<file path="config.mk">
export PLATFORM = sky130hd
export DESIGN_NAME = socket_port_table_unit_flat
export DESIGN_NICKNAME = d
export VERILOG_FILES = /design/src/rtl/core/spt_pkg.sv /design/src/rtl/core/spt_cmd_if.sv /design/src/rtl/core/spt_rsp_if.sv /design/src/rtl/core/spt_cfg_if.sv /design/src/rtl/core/spt_cell.sv /design/src/rtl/core/spt_ctrl.sv /design/src/rtl/core/socket_port_table_unit.sv /design/src/flat_wrapper.sv
export VERILOG_INCLUDE_DIRS = /design/src /design/src/rtl/core
export SDC_FILE = /design/constraint.sdc
export NUM_CORES = 2
export LEC_CHECK = 0
export BUFFER_PORTS_ARGS = -buffer_cell sky130_fd_sc_hd__buf_2
export CAP_MARGIN = 20
export CELL_PAD_IN_SITES_DETAIL_PLACEMENT = 1
export CELL_PAD_IN_SITES_GLOBAL_PLACEMENT = 1
export CORE_ASPECT_RATIO = 0.9
export CORE_UTILIZATION = 49
export CTS_BUF_LIST = sky130_fd_sc_hd__clkbuf_4 sky130_fd_sc_hd__clkbuf_8
export CTS_CLUSTER_DIAMETER = 150
export DETAILED_ROUTE_END_ITERATION = 8
export GPL_TIMING_DRIVEN = 0
export HOLD_SLACK_MARGIN = 0.12
export PLACE_DENSITY = 0.82
export RECOVER_POWER = 50
export SLEW_MARGIN = 20
export SYNTH_ARGS = -nofsm -noshare
export SYNTH_HDL_FRONTEND = slang
export SYNTH_SLANG_ARGS = --single-unit
export TNS_END_PERCENT = 100
</file>
<file path="constraint.sdc">
create_clock -name clk_i -period 10.1 [get_ports clk_i]
set_clock_uncertainty 0.05 [all_clocks]
set_input_delay 0.505 -clock clk_i [delete_from_list [all_inputs] [get_ports clk_i]]
set_output_delay 0.505 -clock clk_i [all_outputs]
set_load 0.03 [all_outputs]
</file>
<file path="src/rtl/core/assert_macros.svh">
// Assertion helpers shared by the RTL.
`ifndef ASSERT_MACROS_SVH
`define ASSERT_MACROS_SVH
`ifndef SYNTHESIS
// Implication that must hold at every clock edge outside reset.
`define SPT_ASSERT(label, clk, rst_n, prop, msg) \
  label: assert property (@(posedge clk) disable iff (!rst_n) (prop)) else $error(msg);
// Condition that must never be true outside reset.
`define SPT_NEVER(label, clk, rst_n, cond, msg) \
  label: assert property (@(posedge clk) disable iff (!rst_n) !(cond)) else $error(msg);
`else
`define SPT_ASSERT(label, clk, rst_n, prop, msg)
`define SPT_NEVER(label, clk, rst_n, cond, msg)
`endif
`endif

</file>
<file path="src/rtl/core/spt_pkg.sv">
package spt_pkg;

  typedef enum logic [1:0] {
    KIND_FREE = 2'd0,
    KIND_UDP  = 2'd1,
    KIND_TCP  = 2'd2
  } kind_e;

  typedef enum logic [2:0] {
    CMD_OPEN   = 3'd0,
    CMD_BIND   = 3'd1,
    CMD_CLOSE  = 3'd2,
    CMD_LOOKUP = 3'd3,
    CMD_AUTO   = 3'd4
  } cmd_e;

  typedef enum logic [2:0] {
    S_IDLE,
    S_LOAD,
    S_SCAN,
    S_DONE,
    S_TRY
  } state_e;

  localparam int unsigned EphTries = 16384;
  localparam int unsigned TryW     = $clog2(EphTries);
  localparam logic [15:0] EphReset = 16'd49152;

  // Per-cell compare results, shifted toward cell 0 during a scan
  typedef struct packed {
    logic [1:0]  kind;
    logic [15:0] port;
    logic        exact;
    logic        wild;
    logic        conf_u;
    logic        conf_t;
  } cell_flags_t;

  // Broadcast request to all cells
  typedef struct packed {
    logic        load;
    logic        shift;
    logic [31:0] ip;
    logic [15:0] port;
    logic [15:0] cand;
  } cell_req_t;

  // Entry write, with per-field enables
  typedef struct packed {
    logic        en;
    logic        wr_kind;
    logic        wr_ip;
    logic        wr_port;
    logic [1:0]  kind;
    logic [31:0] ip;
    logic [15:0] port;
  } cell_wr_t;

endpackage

</file>
<file path="src/rtl/core/spt_cmd_if.sv">
interface spt_cmd_if;
  logic        valid;
  logic        ready;
  logic [2:0]  cmd;
  logic        sock_kind;
  logic [3:0]  sock_index;
  logic [31:0] ip_addr;
  logic [15:0] port_num;

  modport source (output valid, cmd, sock_kind, sock_index, ip_addr, port_num, input ready);
  modport sink (input valid, cmd, sock_kind, sock_index, ip_addr, port_num, output ready);
endinterface

</file>
<file path="src/rtl/core/spt_rsp_if.sv">
interface spt_rsp_if;
  logic        valid;
  logic        ready;
  logic        status;
  logic [3:0]  result_index;
  logic [15:0] result_port;

  modport source (output valid, status, result_index, result_port, input ready);
  modport sink (input valid, status, result_index, result_port, output ready);
endinterface

</file>
<file path="src/rtl/core/spt_cfg_if.sv">
interface spt_cfg_if;
  logic        valid;
  logic        ready;
  logic [15:0] ephemeral_base;

  modport source (output valid, ephemeral_base, input ready);
  modport sink (input valid, ephemeral_base, output ready);
endinterface

</file>
<file path="src/rtl/core/spt_cell.sv">
module spt_cell #(
  parameter int unsigned IDX_W   = 4,
  parameter int unsigned CELL_ID = 0
) (
  input  logic                     clk_i,
  input  logic                     rst_ni,
  input  spt_pkg::cell_req_t       req_i,
  input  spt_pkg::cell_wr_t        wr_i,
  input  logic [IDX_W-1:0]         wr_idx_i,
  input  spt_pkg::cell_flags_t     nbr_i,
  output spt_pkg::cell_flags_t     flags_o,
  output logic                     used_o
);

  logic [1:0]           kind_q, kind_d;
  logic [31:0]          ip_q, ip_d;
  logic [15:0]          port_q, port_d;
  spt_pkg::cell_flags_t flags_q, flags_d;
  spt_pkg::cell_flags_t cmp;
  logic                 port_eq, ip_ok, sel;

  // Compare this entry against the broadcast request
  always_comb begin
    port_eq     = (port_q == req_i.port);
    ip_ok       = (ip_q == 32'd0) || (req_i.ip == 32'd0) || (ip_q == req_i.ip);
    cmp.kind    = kind_q;
    cmp.port    = port_q;
    cmp.exact   = (kind_q == spt_pkg::KIND_UDP) && port_eq && (ip_q == req_i.ip);
    cmp.wild    = (kind_q == spt_pkg::KIND_UDP) && port_eq && (ip_q == 32'd0);
    cmp.conf_u  = (kind_q == spt_pkg::KIND_UDP) && port_eq && ip_ok;
    cmp.conf_t  = (kind_q == spt_pkg::KIND_TCP) && port_eq && ip_ok;
  end

  // Ephemeral candidate check
  assign used_o = (kind_q != spt_pkg::KIND_FREE) && (port_q == req_i.cand);

  // Flag stage: load own compare, or take the neighbor's
  always_comb begin
    flags_d = flags_q;
    if (req_i.load) begin
      flags_d = cmp;
    end else if (req_i.shift) begin
      flags_d = nbr_i;
    end
  end

  assign flags_o = flags_q;

  // Entry update
  assign sel = wr_i.en && (wr_idx_i == IDX_W'(CELL_ID));
  always_comb begin
    kind_d = kind_q;
    ip_d   = ip_q;
    port_d = port_q;
    if (sel && wr_i.wr_kind) begin
      kind_d = wr_i.kind;
    end
    if (sel && wr_i.wr_ip) begin
      ip_d = wr_i.ip;
    end
    if (sel && wr_i.wr_port) begin
      port_d = wr_i.port;
    end
  end

  always_ff @(posedge clk_i or negedge rst_ni) begin
    if (!rst_ni) begin
      kind_q <= spt_pkg::KIND_FREE;
    end else begin
      kind_q <= kind_d;
    end
  end

  always_ff @(posedge clk_i) begin
    ip_q    <= ip_d;
    port_q  <= port_d;
    flags_q <= flags_d;
  end

endmodule

</file>
<file path="src/rtl/core/spt_ctrl.sv">
`include "assert_macros.svh"

module spt_ctrl #(
  parameter int unsigned N     = 16,
  parameter int unsigned IDX_W = 4
) (
  input  logic                 clk_i,
  input  logic                 rst_ni,
  spt_cmd_if.sink              cmd_i,
  spt_rsp_if.source            rsp_o,
  spt_cfg_if.sink              cfg_i,
  input  spt_pkg::cell_flags_t head_i,
  input  logic [N-1:0]         used_i,
  output spt_pkg::cell_req_t   req_o,
  output spt_pkg::cell_wr_t    wr_o,
  output logic [IDX_W-1:0]     wr_idx_o
);

  localparam int unsigned CW = (IDX_W + 1 > 4) ? IDX_W + 1 : 4;
  localparam logic [IDX_W-1:0] LastIdx = IDX_W'(N - 1);
  localparam logic [spt_pkg::TryW-1:0] LastTry = spt_pkg::TryW'(spt_pkg::EphTries - 1);

  spt_pkg::state_e      state_q, state_d;
  logic [2:0]           cmd_q, cmd_d;
  logic                 skind_q, skind_d;
  logic [3:0]           idx_q, idx_d;
  logic [31:0]          ip_q, ip_d;
  logic [15:0]          port_q, port_d;
  logic [IDX_W-1:0]     cnt_q, cnt_d;
  logic                 ffree_q, ffree_d, fexact_q, fexact_d, fwild_q, fwild_d;
  logic [IDX_W-1:0]     free_idx_q, free_idx_d, ex_idx_q, ex_idx_d, wi_idx_q, wi_idx_d;
  logic                 cu_q, cu_d, ct_q, ct_d;
  logic [1:0]           tk_q, tk_d;
  logic [15:0]          tp_q, tp_d;
  logic [15:0]          nxt_q, nxt_d, base_q, base_d;
  logic [spt_pkg::TryW-1:0] try_q, try_d;
  logic                 ov_q, ov_d, st_q, st_d;
  logic [3:0]           ri_q, ri_d;
  logic [15:0]          rp_q, rp_d;
  logic                 in_fire, valid_tgt, conflict, taken;
  logic [15:0]          nxt_inc;
  logic [CW-1:0]        ext_idx;

  assign cmd_i.ready  = (state_q == spt_pkg::S_IDLE);
  assign in_fire      = cmd_i.valid && cmd_i.ready;
  assign cfg_i.ready  = 1'b1;
  assign rsp_o.valid  = ov_q;
  assign rsp_o.status = st_q;
  assign rsp_o.result_index = ri_q;
  assign rsp_o.result_port  = rp_q;

  // Broadcast to the cells
  always_comb begin
    req_o.load  = (state_q == spt_pkg::S_LOAD);
    req_o.shift = (state_q == spt_pkg::S_SCAN);
    req_o.ip    = ip_q;
    req_o.port  = port_q;
    req_o.cand  = nxt_q;
  end

  assign valid_tgt = (CW'(idx_q) < CW'(N)) && (tk_q != spt_pkg::KIND_FREE);
  assign conflict  = (tk_q == spt_pkg::KIND_UDP) ? cu_q : ct_q;
  assign taken     = (nxt_q >= base_q) && !(|used_i);
  assign nxt_inc   = nxt_q + 16'd1;

  // Command sequencer
  always_comb begin
    state_d = state_q;
    cmd_d = cmd_q; skind_d = skind_q; idx_d = idx_q; ip_d = ip_q; port_d = port_q;
    cnt_d = cnt_q;
    ffree_d = ffree_q; fexact_d = fexact_q; fwild_d = fwild_q;
    free_idx_d = free_idx_q; ex_idx_d = ex_idx_q; wi_idx_d = wi_idx_q;
    cu_d = cu_q; ct_d = ct_q; tk_d = tk_q; tp_d = tp_q;
    nxt_d = nxt_q; try_d = try_q;
    base_d = cfg_i.valid ? cfg_i.ephemeral_base : base_q;
    ov_d = ov_q; st_d = st_q; ri_d = ri_q; rp_d = rp_q;
    wr_o = '0;
    wr_idx_o = IDX_W'(idx_q);
    ext_idx = '0;

    if (rsp_o.valid && rsp_o.ready) begin
      ov_d = 1'b0;
    end

    unique case (state_q)
      spt_pkg::S_IDLE: begin
        if (in_fire) begin
          cmd_d   = cmd_i.cmd;
          skind_d = cmd_i.sock_kind;
          idx_d   = cmd_i.sock_index;
          ip_d    = cmd_i.ip_addr;
          port_d  = cmd_i.port_num;
          state_d = spt_pkg::S_LOAD;
        end
      end
      spt_pkg::S_LOAD: begin
        cnt_d = '0;
        ffree_d = 1'b0; fexact_d = 1'b0; fwild_d = 1'b0;
        cu_d = 1'b0; ct_d = 1'b0;
        tk_d = spt_pkg::KIND_FREE; tp_d = '0;
        state_d = spt_pkg::S_SCAN;
      end
      spt_pkg::S_SCAN: begin
        // Head of the chain shows entry cnt_q
        if ((head_i.kind == spt_pkg::KIND_FREE) && !ffree_q) begin
          ffree_d = 1'b1; free_idx_d = cnt_q;
        end
        if (head_i.exact && !fexact_q) begin
          fexact_d = 1'b1; ex_idx_d = cnt_q;
        end
        if (head_i.wild) begin
          fwild_d = 1'b1; wi_idx_d = cnt_q;
        end
        cu_d = cu_q | head_i.conf_u;
        ct_d = ct_q | head_i.conf_t;
        if (CW'(cnt_q) == CW'(idx_q)) begin
          tk_d = head_i.kind; tp_d = head_i.port;
        end
        if (cnt_q == LastIdx) begin
          state_d = spt_pkg::S_DONE;
        end else begin
          cnt_d = cnt_q + 1'b1;
        end
      end
      spt_pkg::S_DONE: begin
        // Wait here while the previous result beat is still pending
        if (!ov_q || (rsp_o.valid && rsp_o.ready)) begin
          state_d = spt_pkg::S_IDLE;
          ov_d = 1'b1; st_d = 1'b1; ri_d = '0; rp_d = '0;
          case (cmd_q)
            spt_pkg::CMD_OPEN: begin
              if (ffree_q) begin
                wr_o.en = 1'b1; wr_o.wr_kind = 1'b1; wr_o.wr_ip = 1'b1; wr_o.wr_port = 1'b1;
                wr_o.kind = skind_q ? spt_pkg::KIND_TCP : spt_pkg::KIND_UDP;
                wr_idx_o = free_idx_q;
                ext_idx = CW'(free_idx_q);
                st_d = 1'b0; ri_d = ext_idx[3:0];
              end
            end
            spt_pkg::CMD_BIND: begin
              if (valid_tgt && (port_q != 16'd0) && !conflict) begin
                wr_o.en = 1'b1; wr_o.wr_ip = 1'b1; wr_o.wr_port = 1'b1;
                wr_o.ip = ip_q; wr_o.port = port_q;
                st_d = 1'b0;
              end
            end
            spt_pkg::CMD_CLOSE: begin
              if (valid_tgt) begin
                wr_o.en = 1'b1; wr_o.wr_kind = 1'b1; wr_o.wr_ip = 1'b1; wr_o.wr_port = 1'b1;
                wr_o.kind = spt_pkg::KIND_FREE;
                st_d = 1'b0;
              end
            end
            spt_pkg::CMD_LOOKUP: begin
              if (fexact_q) begin
                ext_idx = CW'(ex_idx_q);
                st_d = 1'b0; ri_d = ext_idx[3:0];
              end else if (fwild_q) begin
                ext_idx = CW'(wi_idx_q);
                st_d = 1'b0; ri_d = ext_idx[3:0];
              end
            end
            spt_pkg::CMD_AUTO: begin
              if (valid_tgt && (tk_q == spt_pkg::KIND_UDP)) begin
                if (tp_q != 16'd0) begin
                  st_d = 1'b0; rp_d = tp_q;
                end else begin
                  ov_d = 1'b0;
                  try_d = '0;
                  state_d = spt_pkg::S_TRY;
                end
              end
            end
            default: ;
          endcase
        end
      end
      spt_pkg::S_TRY: begin
        // One ephemeral candidate per cycle
        nxt_d = (nxt_inc == 16'd0) ? base_q : nxt_inc;
        try_d = try_q + 1'b1;
        if (taken) begin
          wr_o.en = 1'b1; wr_o.wr_port = 1'b1; wr_o.port = nxt_q;
          ov_d = 1'b1; st_d = 1'b0; ri_d = '0; rp_d = nxt_q;
          state_d = spt_pkg::S_IDLE;
        end else if (try_q == LastTry) begin
          ov_d = 1'b1; st_d = 1'b1; ri_d = '0; rp_d = '0;
          state_d = spt_pkg::S_IDLE;
        end
      end
      default: state_d = spt_pkg::S_IDLE;
    endcase
  end

  always_ff @(posedge clk_i or negedge rst_ni) begin
    if (!rst_ni) begin
      state_q <= spt_pkg::S_IDLE;
      ov_q    <= 1'b0;
      nxt_q   <= spt_pkg::EphReset;
      base_q  <= spt_pkg::EphReset;
    end else begin
      state_q <= state_d;
      ov_q    <= ov_d;
      nxt_q   <= nxt_d;
      base_q  <= base_d;
    end
  end

  always_ff @(posedge clk_i) begin
    cmd_q <= cmd_d; skind_q <= skind_d; idx_q <= idx_d; ip_q <= ip_d; port_q <= port_d;
    cnt_q <= cnt_d;
    ffree_q <= ffree_d; fexact_q <= fexact_d; fwild_q <= fwild_d;
    free_idx_q <= free_idx_d; ex_idx_q <= ex_idx_d; wi_idx_q <= wi_idx_d;
    cu_q <= cu_d; ct_q <= ct_d; tk_q <= tk_d; tp_q <= tp_d;
    try_q <= try_d;
    st_q <= st_d; ri_q <= ri_d; rp_q <= rp_d;
  end

  `SPT_ASSERT(a_accept_loads, clk_i, rst_ni, in_fire |=> (state_q == spt_pkg::S_LOAD), "accepted beat did not start a compare")
  `SPT_ASSERT(a_scan_ends, clk_i, rst_ni, ((state_q == spt_pkg::S_SCAN) && (cnt_q == LastIdx)) |=> (state_q == spt_pkg::S_DONE), "scan overran the chain")
  `SPT_NEVER(a_write_phase, clk_i, rst_ni, wr_o.en && (state_q != spt_pkg::S_DONE) && (state_q != spt_pkg::S_TRY), "entry write outside result phase")
  `SPT_NEVER(a_try_result, clk_i, rst_ni, ov_q && (state_q == spt_pkg::S_TRY), "result pending during port search")

endmodule

</file>
<file path="src/rtl/core/socket_port_table_unit.sv">
// Socket port table: one command per beat, one result beat per command.
// Open, bind, close and lookup run through a load state, a flag shift down the cell
// chain (N = TABLE_ENTRIES entries) and a result state, which waits while an earlier
// result is pending; a new command is taken only once the previous one has finished.
// Auto-bind on an unbound UDP entry tries up to 16384 ephemeral candidates.
// Reset empties the table and sets the ephemeral base and next port to 49152.
module socket_port_table_unit #(
  parameter int unsigned TABLE_ENTRIES = 16
) (
  input logic       clk_i,
  input logic       rst_ni,
  spt_cmd_if.sink   cmd_i,
  spt_rsp_if.source rsp_o,
  spt_cfg_if.sink   cfg_i
);

  localparam int unsigned IdxW = $clog2(TABLE_ENTRIES);

  spt_pkg::cell_req_t   req;
  spt_pkg::cell_wr_t    wr;
  logic [IdxW-1:0]      wr_idx;
  spt_pkg::cell_flags_t flags [TABLE_ENTRIES];
  logic [TABLE_ENTRIES-1:0] used;

  // Row of entry cells, flags move toward cell 0
  for (genvar k = 0; k < TABLE_ENTRIES; k++) begin : g_cell
    spt_pkg::cell_flags_t nbr;
    if (k == TABLE_ENTRIES - 1) begin : g_last
      assign nbr = '0;
    end else begin : g_mid
      assign nbr = flags[k+1];
    end
    spt_cell #(
      .IDX_W   (IdxW),
      .CELL_ID (k)
    ) u_cell (
      .clk_i    (clk_i),
      .rst_ni   (rst_ni),
      .req_i    (req),
      .wr_i     (wr),
      .wr_idx_i (wr_idx),
      .nbr_i    (nbr),
      .flags_o  (flags[k]),
      .used_o   (used[k])
    );
  end

  spt_ctrl #(
    .N     (TABLE_ENTRIES),
    .IDX_W (IdxW)
  ) u_ctrl (
    .clk_i    (clk_i),
    .rst_ni   (rst_ni),
    .cmd_i    (cmd_i),
    .rsp_o    (rsp_o),
    .cfg_i    (cfg_i),
    .head_i   (flags[0]),
    .used_i   (used),
    .req_o    (req),
    .wr_o     (wr),
    .wr_idx_o (wr_idx)
  );

endmodule
</file>
<file path="src/flat_wrapper.sv">
// flat-port wrapper written by rule: the top's interface ports become plain ports
module socket_port_table_unit_flat 
#(
  parameter int unsigned TABLE_ENTRIES = 16
)
  (clk_i, rst_ni, cmd_i_valid, cmd_i_cmd, cmd_i_sock_kind, cmd_i_sock_index, cmd_i_ip_addr, cmd_i_port_num, cmd_i_ready, rsp_o_valid, rsp_o_status, rsp_o_result_index, rsp_o_result_port, rsp_o_ready, cfg_i_valid, cfg_i_ephemeral_base, cfg_i_ready);
  spt_cmd_if cmd_i_i ();
  spt_rsp_if rsp_o_i ();
  spt_cfg_if cfg_i_i ();
  input logic clk_i;
  input logic rst_ni;
  input wire logic [$bits(cmd_i_i.valid)-1:0] cmd_i_valid;
  input wire logic [$bits(cmd_i_i.cmd)-1:0] cmd_i_cmd;
  input wire logic [$bits(cmd_i_i.sock_kind)-1:0] cmd_i_sock_kind;
  input wire logic [$bits(cmd_i_i.sock_index)-1:0] cmd_i_sock_index;
  input wire logic [$bits(cmd_i_i.ip_addr)-1:0] cmd_i_ip_addr;
  input wire logic [$bits(cmd_i_i.port_num)-1:0] cmd_i_port_num;
  output wire logic [$bits(cmd_i_i.ready)-1:0] cmd_i_ready;
  output wire logic [$bits(rsp_o_i.valid)-1:0] rsp_o_valid;
  output wire logic [$bits(rsp_o_i.status)-1:0] rsp_o_status;
  output wire logic [$bits(rsp_o_i.result_index)-1:0] rsp_o_result_index;
  output wire logic [$bits(rsp_o_i.result_port)-1:0] rsp_o_result_port;
  input wire logic [$bits(rsp_o_i.ready)-1:0] rsp_o_ready;
  input wire logic [$bits(cfg_i_i.valid)-1:0] cfg_i_valid;
  input wire logic [$bits(cfg_i_i.ephemeral_base)-1:0] cfg_i_ephemeral_base;
  output wire logic [$bits(cfg_i_i.ready)-1:0] cfg_i_ready;
  assign cmd_i_i.valid = cmd_i_valid;
  assign cmd_i_i.cmd = cmd_i_cmd;
  assign cmd_i_i.sock_kind = cmd_i_sock_kind;
  assign cmd_i_i.sock_index = cmd_i_sock_index;
  assign cmd_i_i.ip_addr = cmd_i_ip_addr;
  assign cmd_i_i.port_num = cmd_i_port_num;
  assign cmd_i_ready = cmd_i_i.ready;
  assign rsp_o_valid = rsp_o_i.valid;
  assign rsp_o_status = rsp_o_i.status;
  assign rsp_o_result_index = rsp_o_i.result_index;
  assign rsp_o_result_port = rsp_o_i.result_port;
  assign rsp_o_i.ready = rsp_o_ready;
  assign cfg_i_i.valid = cfg_i_valid;
  assign cfg_i_i.ephemeral_base = cfg_i_ephemeral_base;
  assign cfg_i_ready = cfg_i_i.ready;
  socket_port_table_unit #(.TABLE_ENTRIES(TABLE_ENTRIES)) u_core (.clk_i(clk_i), .rst_ni(rst_ni), .cmd_i(cmd_i_i), .rsp_o(rsp_o_i), .cfg_i(cfg_i_i));
endmodule
</file>
Word-level counts from Yosys, hierarchy flattened
Index checks and enable logic that the tools add are counted.
{"block": "totals", "reg_bits": 1318, "latchBits": 0, "ram_bits": 0, "romBits": 0, "in_bits": 77, "output_inout_bits": 24, "memories": 0}
{"block": "classes", "add_sub_neg": 3, "mul": 0, "n_div": 0, "order_cmp": 1, "n_eq_ne": 119, "shift": 0, "mux": 120, "bitwise": 2, "n_reduce_logical": 278}
{"cell": "2-to-1 mux 22 bit", "count": 32}
{"cell": "logical NOT 32 bit", "count": 17}
{"cell": "equality test 16 bit", "count": 32}
{"cell": "equality test 32 bit", "count": 16}
{"cell": "logical AND 1 bit", "count": 184}
{"cell": "2-to-1 mux 16 bit", "count": 9}
{"cell": "2-to-1 mux 48 bit", "count": 2}
{"cell": "one-hot mux 16 bit (2 select lines)", "count": 3}
{"cell": "2-to-1 mux 14 bit", "count": 4}
{"cell": "2-to-1 mux 54 bit", "count": 1}
{"cell": "2-to-1 mux 4 bit", "count": 11}
{"cell": "nonzero test 2 bit", "count": 19}
{"cell": "equality test 4 bit (second input constant)", "count": 9}
{"cell": "equality test 2 x 1 -> 1 bit (second input constant)", "count": 17}
{"cell": "2-to-1 mux 34 bit", "count": 1}
{"cell": "logical OR 1 bit", "count": 33}
{"cell": "equality test 2 bit (second input constant)", "count": 16}
{"cell": "nonzero test 16 bit", "count": 2}
{"cell": "one-hot mux 14 bit (2 select lines)", "count": 1}
{"cell": "2-to-1 mux 3 bit", "count": 8}
{"cell": "one-hot mux 4 bit (2 select lines)", "count": 3}
{"cell": "2-to-1 mux 1 bit", "count": 23}
{"cell": "one-hot mux 1 bit (2 select lines)", "count": 10}
{"cell": "AND reduction 2 bit", "count": 9}
{"cell": "32 further kinds", "count": 61}

Longest topological paths before layout
{"block": "depth", "word_depth": 10, "depth_mapped": 13, "mapped_depth_nobuf": 10}

Cells and area by module
A second synthesis with hierarchy kept.
{"block": "hier_totals", "cells_unflattened": 4232, "hier_area_um2": 61604.1}
{"mod": "spt_cell (u_core.g_cell[0].u_cell ...)", "n_inst": 6, "cells_per_inst": 221, "area_each_um2": 3342.0, "seq_area_each_um2": 2152.1}
{"mod": "spt_cell (u_core.g_cell[11].u_cell ...)", "n_inst": 4, "cells_per_inst": 221, "area_each_um2": 3343.2, "seq_area_each_um2": 2152.1}
{"mod": "spt_cell (u_core.g_cell[13].u_cell ...)", "n_inst": 4, "cells_per_inst": 221, "area_each_um2": 3339.5, "seq_area_each_um2": 2152.1}
{"mod": "spt_ctrl", "n_inst": 1, "cells_per_inst": 693, "area_each_um2": 8131.5, "seq_area_each_um2": 4809.6}
{"mod": "spt_cell (u_core.g_cell[3].u_cell)", "n_inst": 1, "cells_per_inst": 222, "area_each_um2": 3344.5, "seq_area_each_um2": 2152.1}
{"mod": "spt_cell (u_core.g_cell[15].u_cell)", "n_inst": 1, "cells_per_inst": 222, "area_each_um2": 3342.0, "seq_area_each_um2": 2152.1}
{"mod": "socket_port_table_unit", "n_inst": 1, "cells_per_inst": 1, "area_each_um2": 3.8, "seq_area_each_um2": 0.0}

Least setup slack after synthesis
Ideal clock, no wire load.
{"block": "synth_timing", "path_type": "flip-flop to flip-flop", "from": "reg u_core.u_ctrl.state_q[0]", "to": "reg u_core.g_cell[0].u_cell.flags_q (netlist bit u_core.g_cell[0].u_cell.flags_o[0]) (enable)", "setup_time_ns": 2.595, "arrival_time_ns": 7.384, "required_ns": 7.455, "slack_ns": 0.071, "stages_incl_launch_ff": 7, "path_buffers": 4, "synth_period_minus_slack_ns": 10.029, "path_cell_list": "dfrtp_1 -> or3b_2 -> clkbuf_1 -> clkbuf_1 -> clkbuf_1 -> clkbuf_1 -> nand2_1"}
{"block": "synth_via", "elab_chain_cells": 2, "elab_cells_between_ends": 3, "cone_classes": "eq/ne (2); reduce/logical (1)"}
{"element": "from (decl)", "line_no": "spt_ctrl.sv:23", "source": "spt_pkg::state_e state_q, state_d;"}
{"element": "from (signal assigned)", "line_no": "spt_ctrl.sv:197", "source": "state_q <= spt_pkg::S_IDLE;"}
{"element": "from (signal assigned)", "line_no": "spt_ctrl.sv:202", "source": "state_q <= state_d;"}
{"element": "equality test 3 x 2 -> 1 bit or equality test 3 x 1 -> 1 bit (tied branches)", "line_no": "spt_ctrl.sv:55, spt_ctrl.sv:54"}
{"element": "nonzero test 2 bit (no source line) *"}
{"element": "to (signal assigned)", "line_no": "spt_cell.sv:77", "source": "flags_q <= flags_d;"}
{"element": "to (decl)", "line_no": "spt_cell.sv:18", "source": "spt_pkg::cell_flags_t flags_q, flags_d;"}
Every way passes the cells marked *; elsewhere a longest branch is shown, timed or not.
A chain may end at the register's enable or synchronous reset.

==> metrics <==
Root Buffer clkbuf_8; Ports 101; htree depth 4; core footprint between 0.1 and 0.15 sq mm; vias in the first global route approximately 47000; Worst IR Drop VDD 0.000173 V; number of fillers in the final layout 12348; Synth Net Count 4834; Max stage delay on crit path 1.71 ns; setup bufs post-CTS 0; distinct cell type count after synthesis 60; Comb power frac 23.8%; CTS tree yes; routed len/inst 35.9 um; Hold Crit Depth 2; Crit path top cell by count clkbuf_1; post-DR vias/cell about 6.6; Synth Register Bits 1318; Area growth syn-to-layout 14.7%; Clock Pin Slew Worst Setup and Hold Paths 0.06 ns; Final HPWL DP 166000 um; Skew-Pair Late Insertion Delay approximately 1 ns; Hold Path End u_core.u_ctrl.ip_q[15]; Worst-Margin Slew 2.95 ns; FMAX 128 MHz; WP data arrival between 8 and 9 ns; Yosys top cell area share 61.9%; Max FO, Critical Path 11; Detail Route Antenna Nets 0; fraction of registers with async set/reset slightly above 5%; global placement routability congestion 0.986; Clock Path Buffers 3; RSZ-0062 raised after global routing false; Residual DRC 0; area used by multi-input combinational logic 0.0201 sq mm; Core Rows 122; PD cells 240 mW/mm^2; R2R cell count 14; initial antenna violation count 27; Hold Crit Class input port to register; via count roughly 47000; setup slack, reg-to-reg 2.26 ns; Setup crit end kind register; Cells after Synth 4738; clk sinks 1318; Post-synth EDFFs between 1000 and 1500; Crit-path slowest cell o21ai_0; failing checks max-capacitance violations, max-slew violations; FF-to-FF End u_core.g_cell[7].u_cell.port_q[0]; CP Class register to register; fin crit share just under 80%; Starting DRT DRC Count 9050; first-pass GRT wire length approximately 350000 um; Clock power frac 29.6%; Hold Startpoint cmd_i_ip_addr[15]; Sequential Power Share between 40% and 50%; I/O Buffers about 100; Critical Path Source Type register; P_sw 5.62 mW; largest net degree at the start of global routing 55; min cycle time layout 7.84 ns; GRT Residual Overflow 0; Critical Path, Cell by Cell clkbuf_1 -> inv_1 -> ha_1 -> nand2b_1 -> a21o_1 -> a21oi_1 -> o211ai_1 -> a21oi_1 -> o21a_1 -> or3_1 -> clkbuf_1 -> clkbuf_1 -> o21ai_0 -> clkbuf_1; Required @ worst endpoint 10.62 ns; sequential area share after synthesis 64.7%; Min Hold Slack between 0.15 and 0.2 ns; internal power 11.1 mW; Setup violations, final 0; Final Hold Viols 0; TritonRoute pass-1 iters 6; post-synthesis average cell area approximately 13 sq um; Setup TNS 0 ns; ys flop type edfxtp_1; Tot GR Track Use 39.8%; Slew HR -96.7%; yosys warns 0; status finished, violations left; ratio of cells with drive above 1 in the final layout ~12%; Slew Limit Fails 421; Routed Wire Length 253000 um; register area around 0.039 sq mm; CTS buffer count 213; MaxCap Viol Count 26; Area contributors post-synth edfxtp_1, xnor2_1, nand2_1, xor2_1, dfrtp_1; Die ar. 0.125 sq mm; reg-to-reg startpoint u_core.u_ctrl.nxt_q[0]; largest area contributor in the netlist edfxtp_1; Syn Std Cell Area 0.0607 sq mm; initial core utilization between 40% and 50%; DIE HEIGHT approximately 340 um; Sw Ratio 33.6%; die width 373 um; Leak 25.3 nW; nets@finish 5347
==> stage by stage <==
| stage | total power [mW] | worst slack [ns] | std cells | utilization (%) | instance area [sq um] |
|---|---|---|---|---|---|
| after floorplan | 10.0 | 0.0710 | 4738 | - | 60700 |
| after CTS | 16.5 | 5.09 | 7032 | 57.1 | 70200 |
| after global placement | 11.1 | -5.54 | 6449 | 51.4 | 63200 |
| after global routing | 17.1 | 2.52 | 7038 | 56.6 | 69600 |
| final | 16.7 | 2.26 | 7042 | 56.6 | 69600 |
| after detailed placement | 11.6 | 5.15 | 6525 | 52.5 | 64500 |
==> worst max-delay path, delay by kind of cell, from the launching register on <==
kind	cells	cell delay, ns
and+or+nand+nor	2	0.58
adders and majority gates	1	0.41
buffers and inverters	5	3.20
AOI/OAI and AO/OA	6	2.43
DFF	1	0.73
==> what timing repair did <==
action                    CTS  global route
resized for setup           0             0
hold endpoints to repair  159             0
hold buffers              122             0
==> cell families (layout without fill, tap and decap cells) <==
logic type,Yosys count,in the layout,share of synthesized area [%]
AND/OR/NAND/NOR,1785,1785,14.2
flip-flops,1318,1318,64.7
XOR/XNOR,1047,1047,15.1
buffers and inverters,291,974,2.32
AO/OA/AOI/OAI,237,237,2.57
multiplexers,40,40,0.730
adder cells (fa/ha/maj),19,19,0.392
other,1,10,0.00618
==> power by group through the flow <==
stage	Combinational [mW]	Clock [mW]	Sequential [mW]
final	3.97	4.95	7.80
after global placement	3.19	0	7.95
after global routing	4.09	5.13	7.86
after detailed placement	3.75	0	7.87
after floorplan	2.05	0	7.95
after CTS	3.84	4.92	7.78
==> synth_stat cells, types with 3 or more instances <==
library cell / n
edfxtp_1: 1250
nand2_1: 936
xnor2_1: 742
xor2_1: 305
nand4_1: 246
nor4_1: 244
clkbuf_1: 178
nor3_1: 112
o21ai_0: 89
nor2_1: 76
dfrtp_1: 64
and2_1: 54
mux2_2: 34
nand3b_1: 32
and3_1: 30
inv_1: 27
a21oi_1: 26
buf_1: 26
a22o_1: 24
buf_6: 22
a211oi_1: 21
buf_4: 20
ha_1: 19
a21o_1: 18
nand3_1: 14
buf_2: 13
a211oi_2: 12
a31oi_1: 12
o21ai_1: 9
a22oi_1: 8
nor3b_1: 8
o311ai_0: 8
mux2i_1: 6
nor2b_1: 5
or2_2: 5
and4_1: 4
buf_8: 4
dfstp_2: 4
or3_1: 4
o211ai_1: 3
==> layout make-up <==
type,count,area share (%)
flip-flops and latches,1318,56.4
inverters,27,0.146
clock buffers,295,5.23
repair buffers,298,3.33
plain buffers,264,1.97
clock inverters,90,1.08
diodes,9,0.0324
well taps,1612,2.90
multi-input cells,3129,28.9
==> sequential cells by signal (all words and copies together), names as in the netlist, 2 cells and up <==
register / count
u_core.u_ctrl.nxt_q: 16
u_core.g_cell.u_cell.kind_q: 32
u_core.g_cell.u_cell.ip_q: 512
u_core.u_ctrl.ex_idx_q: 4
u_core.u_ctrl.state_q: 3
u_core.u_ctrl.cnt_q: 4
u_core.g_cell.u_cell.port_q: 256
u_core.u_ctrl.tp_q: 16
u_core.u_ctrl.idx_q: 4
u_core.u_ctrl.cmd_q: 3
u_core.u_ctrl.free_idx_q: 4
u_core.u_ctrl.tk_q: 2
u_core.u_ctrl.rsp_o.result_port: 16
u_core.u_ctrl.port_q: 16
u_core.g_cell.u_cell.flags_o: 352
u_core.u_ctrl.rsp_o.result_index: 4
u_core.u_ctrl.try_q: 14
u_core.u_ctrl.ip_q: 32
u_core.u_ctrl.wi_idx_q: 4
u_core.u_ctrl.base_q: 16
==> worst max path at each step <==
| stage | startpoint | to | slack, ns | cells after the start |
|---|---|---|---|---|
| floorplan | u_core.u_ctrl.state_q[0] | u_core.g_cell[0].u_cell.flags_o[0] | 0.07 | 6 |
| CTS | u_core.u_ctrl.state_q[1] | u_core.g_cell[10].u_cell.flags_o[11] | 5.09 | 10 |
| finish | u_core.u_ctrl.nxt_q[0] | u_core.g_cell[7].u_cell.port_q[0] | 2.26 | 14 |
| global placement | u_core.u_ctrl.state_q[0] | u_core.g_cell[11].u_cell.flags_o[19] | -5.54 | 6 |
| global route | u_core.u_ctrl.nxt_q[0] | u_core.g_cell[7].u_cell.port_q[0] | 2.52 | 14 |
| detailed placement | u_core.u_ctrl.port_q[2] | u_core.g_cell[15].u_cell.ip_q[16] | 5.15 | 8 |
==> routing by layer <==
metal	vias up	share of wire, %	track usage (%)
met4	14	6.8	23.3
met3	1110	16	14.6
li1	18082	-	-
met1	23170	35	50.8
met5	-	0.042	0
met2	4392	42	58.2
==> layout by cell type, fill, tap and decap left out, types with 13 or more instances in the layout <==
cell and instances:
buf_6 27, a22o_1 16, buf_2 83, nand4_1 246, o21ai_0 96, edfxtp_1 1250, nand3b_1 32, and2_0 33
and2_2 13, nand3_1 14, buf_4 47, a21o_1 18, a21oi_1 26, clkbuf_1 205, nor4_1 245, dfrtp_1 64
a211oi_1 22, nor3_1 109, nand2_1 936, and3_1 30, clkbuf_4 67, clkbuf_8 228, clkinv_2 31, dlygate4sd3_1 121
inv_1 27, clkinv_1 34, ha_1 19, nor2_1 76, xor2_1 305, mux2_2 29, xnor2_1 742, clkbuf_2 64
Power figures use the tool's default switching activity.
